$ cat src/hdl/sem_pkg.sv
// ----------------------------------------------------------------------------
// sem_pkg: shared types and constants
// Types, register indexes and state codes of the Sobel edge magnitude block.
// ----------------------------------------------------------------------------
package sem_pkg;

  localparam int PIX_W  = 24;  // one RGB pixel, red in the low byte
  localparam int CHAN_W = 8;
  localparam logic [10:0] WIDTH_RESET  = 11'd640;
  localparam logic [12:0] HEIGHT_RESET = 13'd480;
  localparam logic [7:0]  MAG_CLAMP    = 8'd255;

  // configuration register indexes
  localparam logic CFG_WIDTH  = 1'b0;
  localparam logic CFG_HEIGHT = 1'b1;

  typedef logic [CHAN_W-1:0] chan_t;
  typedef logic [PIX_W-1:0]  pix_t;

  // border masks of the result pixel: neighbours beyond a border count as zero
  typedef struct packed {
    logic top;
    logic bottom;
    logic left;
    logic right;
  } mask_t;

  typedef enum logic [2:0] {
    S_IDLE,
    S_READ,
    S_KICK,
    S_CALC,
    S_OUT
  } state_t;

endpackage

$ cat src/hdl/sem_mag.sv
// ----------------------------------------------------------------------------
// sem_mag: Sobel magnitude of one channel
// Masked 3x3 gradients, sum of squares, then an 8-step bit-serial square root.
// ----------------------------------------------------------------------------
module sem_mag
  import sem_pkg::*;
(
  input  logic  clk,
  input  logic  rst_n,
  input  logic  start,
  input  chan_t win [3][3],  // [row][column], column 2 newest
  input  mask_t mask,
  output logic  done,
  output chan_t mag
);

  logic [3:0]         ph_r;
  logic               done_r;
  logic signed [11:0] gx_r, gy_r;
  logic [20:0]        sq_r;
  logic [7:0]         root_r;
  logic [2:0]         bit_r;

  logic signed [11:0] v [3][3];
  logic signed [11:0] gx_c, gy_c;
  logic signed [23:0] sqx, sqy;
  logic [7:0]         trial;
  logic [15:0]        trial_sq;

  always_comb begin
    for (int r = 0; r < 3; r++) begin
      for (int c = 0; c < 3; c++) begin
        if ((r == 0 && mask.top) || (r == 2 && mask.bottom) ||
            (c == 0 && mask.left) || (c == 2 && mask.right)) begin
          v[r][c] = '0;
        end else begin
          v[r][c] = $signed({4'b0000, win[r][c]});
        end
      end
    end
    gx_c = (v[0][2] + (v[1][2] <<< 1) + v[2][2]) - (v[0][0] + (v[1][0] <<< 1) + v[2][0]);
    gy_c = (v[2][0] + (v[2][1] <<< 1) + v[2][2]) - (v[0][0] + (v[0][1] <<< 1) + v[0][2]);
    sqx      = gx_r * gx_r;
    sqy      = gy_r * gy_r;
    trial    = root_r | (8'd1 << bit_r);
    trial_sq = trial * trial;
  end

  always_ff @(posedge clk) begin
    if (!rst_n) begin
      ph_r   <= '0;
      done_r <= 1'b0;
    end else begin
      done_r <= 1'b0;
      if (start) begin
        ph_r <= 4'd1;
      end else if (ph_r == 4'd9) begin
        ph_r   <= '0;
        done_r <= 1'b1;
      end else if (ph_r != '0) begin
        ph_r <= ph_r + 4'd1;
      end
    end
  end

  always_ff @(posedge clk) begin
    if (start) begin
      gx_r <= gx_c;
      gy_r <= gy_c;
    end else if (ph_r == 4'd1) begin
      sq_r   <= 21'(sqx) + 21'(sqy);
      root_r <= '0;
      bit_r  <= 3'd7;
    end else if (ph_r != '0) begin
      // keep the trial bit where its square still fits
      if ({5'b0, trial_sq} <= sq_r) begin
        root_r <= trial;
      end
      bit_r <= bit_r - 3'd1;
    end
  end

  assign done = done_r;
  assign mag  = (sq_r[20:16] != '0) ? MAG_CLAMP : root_r;

endmodule

$ cat config.mk
export PLATFORM = sky130hd
export DESIGN_NAME = sem_mag
export DESIGN_NICKNAME = d
export VERILOG_FILES = /design/src/hdl/sem_pkg.sv /design/src/hdl/sem_mag.sv
export SDC_FILE = /design/constraint.sdc
export NUM_CORES = 1
export LEC_CHECK = 0
export BUFFER_PORTS_ARGS = -buffer_cell sky130_fd_sc_hd__buf_2
export CAP_MARGIN = 20
export CORE_MARGIN = 1.5
export CORE_UTILIZATION = 45
export CTS_CLUSTER_DIAMETER = 150
export DETAILED_ROUTE_END_ITERATION = 8
export HOLD_SLACK_MARGIN = 0.03
export PLACE_DENSITY = 0.71
export SLEW_MARGIN = 20
export SYNTH_ARGS = -nofsm -noshare
export SYNTH_HDL_FRONTEND = slang
export SYNTH_SLANG_ARGS = --single-unit
$ cat constraint.sdc
create_clock -name clk -period 20.2 [get_ports clk]
set_clock_uncertainty 0.2 [all_clocks]
set_input_delay 1.01 -clock clk [delete_from_list [all_inputs] [get_ports clk]]
set_output_delay 1.01 -clock clk [all_outputs]
set_load 0.05 [all_outputs]
==> results of run 1 <==
==> metal layers <==
metal / up-vias / global-route usage / routed length [um] / part of all wire
met2: 172 / 0.3117 / 14220 / 0.50
met3: 25 / 0.01951 / 1094 / 0.038
met1: 4884 / 0.2339 / 12710 / 0.45
met5: - / 0 / 0 / 0
li1: 4688 / - / - / -
met4: 0 / 0.03784 / 408 / 0.014
==> through the flow <==
| stage | instance area, um^2 | hold WS (ns) | worst slack [ns] |
|---|---|---|---|
| 6_report | 16420 | 0.3079 | 12.84 |
| 4_1_cts | 16420 | 0.3096 | 12.44 |
| 3_3_place_gp | 16110 | 0.2944 | 12.66 |
| 3_5_place_dp | 16110 | 0.2996 | 12.45 |
| 2_1_floorplan | 15250 | 0.2734 | 13.58 |
| 5_1_grt | 16420 | 0.3306 | 12.22 |
==> sequential cells by signal, summed over array words and instances, names as in the netlist <==
register	flops
bit_r	3
done	1
gx_r	12
gy_r	12
ph_r	4
root_r	8
sq_r	21
==> cell type report <==
type	instances	area share
well taps	448	0.03413
inverters	399	0.09119
flip-flops and latches	61	0.1085
clock inverters	6	0.004190
multi-input cells	1033	0.7215
clock buffers	10	0.01455
repair buffers	83	0.02590
==> path summary, 6_finish.rpt <==
check             slack, ns  depth (start not counted)      from         to
hold / removal         0.31                          2   ph_r[1]    ph_r[1]
setup / recovery      12.84                         24  bit_r[0]  root_r[4]
setup reg to reg      12.84                         24  bit_r[0]  root_r[4]
hold reg to reg        0.31                          2   ph_r[1]    ph_r[1]
==> kinds of logic (layout without fill, tap and decap cells) <==
| group | after synthesis | after routing | share of synthesized area |
|---|---|---|---|
| DFF | 61 | 61 | 0.1168 |
| AOI/OAI and AO/OA | 110 | 110 | 0.04602 |
| and+or+nand+nor | 358 | 358 | 0.1237 |
| adders and majority gates | 489 | 489 | 0.5631 |
| muxes | 1 | 1 | 0.0007383 |
| xor gates and xnor gates | 75 | 75 | 0.04307 |
| buffers and inverters | 432 | 498 | 0.1066 |
==> worst min-delay path: stages (launching register included) <==
cell,delay (ns)
dfxtp_1,0.33
nand3_1,0.07
a21oi_1,0.05
==> cell usage in the layout, fill, tap and decap left out, types with 2 or more instances in the layout <==
| cell type | count |
|---|---|
| o211ai_1 | 4 |
| fa_1 | 329 |
| nand2_1 | 71 |
| a31o_2 | 2 |
| buf_2 | 79 |
| inv_1 | 399 |
| xor2_1 | 22 |
| dfxtp_1 | 5 |
| xnor2_1 | 53 |
| o31a_1 | 2 |
| nor3_1 | 7 |
| nand3_1 | 5 |
| or4_1 | 2 |
| ha_1 | 160 |
| edfxtp_1 | 56 |
| a21boi_0 | 2 |
| or2_2 | 7 |
| nand3b_1 | 3 |
| or3_1 | 12 |
| o21ai_0 | 18 |
| nor3b_1 | 3 |
| nor2b_1 | 46 |
| nor4_1 | 2 |
| buf_4 | 4 |
| nand4_1 | 3 |
| nand2b_1 | 19 |
| a21oi_1 | 43 |
| and2_1 | 106 |
| clkbuf_16 | 9 |
| a21o_1 | 17 |
| inv_6 | 2 |
| o21a_1 | 10 |
| a221oi_2 | 2 |
| nor2_1 | 69 |
==> key figures, run 1 <==
Status
  • Status: completed

Synth
  • Register area share after synthesis: 0.1168
  • Synthesized Nets: 2,094
  • Synth top cells by count: inv_1, fa_1, ha_1, and2_1, nand2_1
  • Post-synth EDFFs: 56
  • Synth area leader: fa_1
  • Yosys reg bits: 61
  • Yosys cell types: 45
  • Synth Cell Area: approximately 15,000 um^2
  • Post-synth top flop: edfxtp_1
  • Yosys top cell area share: 0.4318
  • Yosys warnings: 0
  • Cells after Synth: 1,526
  • Async S/R FF share, synth: 0
  • Synthesized area per cell: ~10 um^2
  • Top area cells in the synthesized netlist: fa_1, ha_1, edfxtp_1, inv_1, and2_1
  • Most numerous cell in the Yosys netlist: inv_1

Critical path
  • Delay-heaviest family, CP: adder cells
  • Critical path buffers and inverters: 4
  • CP Capture Type: flip-flop
  • Crit-path slowest cell: a21oi_1
  • Worst Setup Start Kind: flip-flop
  • Crit-path cells: inv_1 > ha_1 > a21oi_1 > nand2b_1 > inv_1 > fa_1 > fa_1 > inv_1 > fa_1 > fa_1 > inv_1 > ha_1 > o21a_1 > o21a_1 > nand3_1 > o21ai_0 > o211ai_1 > xnor2_1 > ha_1 > nand4_1 > nor4_1 > or4_1 > a21oi_1 > nor3_2
  • Worst-path fanout max: 11
  • Crit path kind: reg -> reg
  • CP peak stage delay: 0.74 ns
  • Crit path required time: 19.97 ns
  • Data arrival, critical path: 7.13 ns

Detailed routing
  • DR vias/cell: 4.789
  • DRC: 0
  • Drt wl/cell: 13.94 um
  • Drt pass-1 iters: 4
  • Iter 0 DRT Violations: 539
  • Vias: 9,769
  • Post-route ant nets: 0
  • Final WL: around 28,000 um

Finish
  • Fillers: 3,009
  • Layout net count: 2,155
  • Multi-input logic area: around 12,000 um^2
  • Core Util, Final: 0.4910
  • Finished Layout Cells: 2,040
  • Sequential Area: 1782 um^2
  • Share of cells above drive strength 1: 0.07161
  • Area Overhead vs Synth: 7.679%
  • Inserted Diodes: 0

Die
  • Die ar.: 35,010 um^2
  • Initial core utilization: 0.4560
  • # IOs: 88
  • CORE AREA: 33,450 um^2
  • Die width: 187.1 um
  • Die Height: approximately 190 um
  • Rows: 67

CTS
  • Clock Root Buffer: clkbuf_16
  • CTS tree: built
  • Clock Sinks: 61
  • Post-CTS Setup Bufs: 0
  • Clock transition at the registers of the reported paths: 0.06 ns
  • Hold Buf Count CTS: 0
  • Clk buf depth: 2
  • Num CTS Buffers: 9
  • CTS resizes: 0
  • H-tree depth: 3
  • Skew-Pair Late Insertion Delay: 0.33 ns

GRT
  • Vias in the first global route: 10.95k
  • Grt ovf: 0
  • Largest net degree at the start of global routing: 31
  • Initial antenna violation count: 0
  • First-pass GRT wire length: 50,650 um
  • GRT Resource Usage Total: 0.1764

Placement
  • Input/output buffers: 79
  • DP Cell Count: ~2.0k
  • GPL Wtd Cong: approximately 0.85
  • DP HPWL: 25,540 um

Timing
  • Unrepaired setup endpoints after global routing: false
  • Final Hold Fails: 0
  • Final setup vio count: 0
  • FMAX: 135.8 MHz
  • Setup TNS: 0 ns
  • Pins Over Slew Limit: 0
  • Slew of the pin with the lowest slew margin: 0.9059 ns
  • Max_slew headroom: 0.3914
  • Final min period: 7.363 ns
  • Final worst path period share: 0.3645

Min path
  • Worst hold path type: reg -> reg

Run
  • MaxCap Viol Count: 0
Power of run 1 is left out: the tool's default activity adds up to more than one toggle a clock period on the data nets, which glitch-free logic cannot reach.
==> run 2, diff against run 1 <==
- ABC_AREA: not set -> 1
- clock period: 20.2 -> 7.7 ns (I/O delays scaled with it)
==> key figures, run 2 <==
Status
  • Status: completed

Detailed routing
  • DR vias/cell: 4.696
  • Final WL: 31,250 um
  • Vias: 11.41k
  • Iter 0 DRT Violations: between 500 and 600
  • Post-route ant nets: 0
  • Drt wl/cell: 12.87 um
  • DRC: 0
  • Drt pass-1 iters: 4

Synth
  • Most numerous cell in the Yosys netlist: inv_1
  • Cells after Synth: around 1.9k
  • Synthesized area per cell: between 8 and 9 um^2
  • Synthesized Nets: 2,470
  • Yosys cell types: 42
  • Async S/R FF share, synth: 0
  • Post-synth EDFFs: 56
  • Yosys reg bits: 61
  • Yosys warnings: 0
  • Yosys top cell area share: 0.4093
  • Register area share after synthesis: 0.1107
  • Synth Cell Area: around 16,000 um^2
  • Post-synth top flop: edfxtp_1
  • Synth top cells by count: inv_1, nand2_1, fa_1, ha_1, nor2_1
  • Synth area leader: fa_1
  • Top area cells in the synthesized netlist: fa_1, inv_1, ha_1, edfxtp_1, nand2_1

Finish
  • Core Util, Final: 0.4870
  • Area Overhead vs Synth: 7.122%
  • Layout net count: approximately 2.5k
  • Most frequent cells in the layout: inv_1, nand2_1, fa_1, ha_1, nor2_1
  • Largest Register: sq_r
  • Inserted Diodes: 0
  • Commonest non-fill, non-tap cell in the layout: inv_1
  • Largest regs: sq_r: 21 flops, gx_r: 12 flops, gy_r: 12 flops
  • Share of cells above drive strength 1: 0.06555
  • Max FFs per register: 21

CTS
  • Clock transition at the registers of the reported paths: around 0.060 ns
  • Skew-Pair Late Insertion Delay: between 0.3 and 0.4 ns
  • H-tree depth: 3
  • Clock Root Buffer: clkbuf_16
  • CTS resizes: 0
  • Clk buf depth: 2
  • Hold Buf Count CTS: 0
  • Post-CTS Setup Bufs: 0
  • Clock Sinks: 61
  • Num CTS Buffers: 9
  • CTS tree: built

Timing
  • Max_slew headroom: 0.5057
  • Setup TNS: 0 ns
  • Final worst path period share: 0.8794
  • Final Hold Fails: 0
  • Final setup vio count: 0
  • FMAX: 147.7 MHz
  • Slew of the pin with the lowest slew margin: 0.7414 ns
  • Pins Over Slew Limit: 0
  • Final min period: 6.771 ns
  • Unrepaired setup endpoints after global routing: false

GRT
  • First-pass GRT wire length: 56,430 um
  • GRT Resource Usage Total: 0.1910
  • Grt ovf: 0
  • Vias in the first global route: 12.53k
  • Initial antenna violation count: 0
  • Largest net degree at the start of global routing: 28

Die
  • CORE AREA: 35,400 um^2
  • Die ar.: 36,900 um^2
  • # IOs: approximately 90
  • Rows: 69
  • Die width: 192.1 um
  • Die Height: 192.1 um
  • Initial core utilization: 0.4546

Critical path
  • Crit-path most repeated cell: nand2_1
  • Data arrival, critical path: 6.59 ns
  • Worst Setup Start Kind: flip-flop
  • CP peak stage delay: approximately 0.54 ns
  • Crit-path slowest cell: fa_1
  • Worst R2R Path Depth: 28
  • Crit path required time: 7.52 ns
  • Worst-path fanout max: 9
  • Crit path kind: reg -> reg
  • CP Capture Type: flip-flop

Run
  • MaxCap Viol Count: 0

Placement
  • GPL Wtd Cong: 0.8616
  • DP HPWL: between 20,000 and 30,000 um
  • Input/output buffers: 79

Min path
  • Worst hold path type: in -> reg
  • Hold path cells: 3
[run 2: critical path, delay by kind of cell (launching register included)]
kind,cells,cell delay (ns)
xor+xnor,1,0.15
buf+inv,6,0.84
simple gates,13,1.57
flops,1,0.43
fa+ha+maj,7,2.93
compound gates,1,0.32
[run 2: final timing paths]
path / start / endpoint / slack, ns
hold / removal: rst_n / ph_r[0] / 0.1
hold reg to reg: ph_r[1] / ph_r[1] / 0.35
setup reg to reg: bit_r[0] / root_r[5] / 0.93
setup / recovery: bit_r[0] / root_r[5] / 0.93
[run 2: cell families (layout without fill, tap and decap cells)]
kind of cell | after synthesis | in the layout | synth area share
AO/OA/AOI/OAI | 93 | 93 | 0.03351
adder cells (fa/ha/maj) | 489 | 489 | 0.5337
AND/OR/NAND/NOR | 516 | 516 | 0.1291
buffers and inverters | 684 | 750 | 0.1609
flip-flops | 61 | 61 | 0.1107
XOR/XNOR | 59 | 59 | 0.03211
[run 2: cell type report]
| cell class | instances | area, um^2 |
|---|---|---|
| fillers | 3392 | 18160 |
| multi-input cells | 1157 | 11720 |
| inverters | 653 | 2454 |
| flip-flops and latches | 61 | 1782 |
| well taps | 461 | 576.8 |
| repair buffers | 81 | 410.4 |
| clock buffers | 10 | 250.2 |
| clock inverters | 6 | 43.79 |
[run 2: layer usage]
metal  track usage  vias up  wire [um]  share of wire
met4       0.04919        0        634          0.020
met2        0.3555      204      16590           0.53
li1              -     5548          -              -
met3       0.01992       39       1168          0.037
met1        0.2349     5615      12850           0.41
met5             0        -          0              0
[run 2: per-stage QoR]
stage	std cells	cell area [um^2]	hold WS, ns	setup slack (ns)
global placement	2413	16940	0.3166	1.034
global route	2429	17240	0.1013	0.4831
CTS	2429	17240	0.08598	0.8861
finish	2429	17240	0.09550	0.9287
detailed placement	2413	16940	0.3436	0.9066
floorplan	1902	16090	0.2635	1.627
Power of run 2 is left out for the same reason.
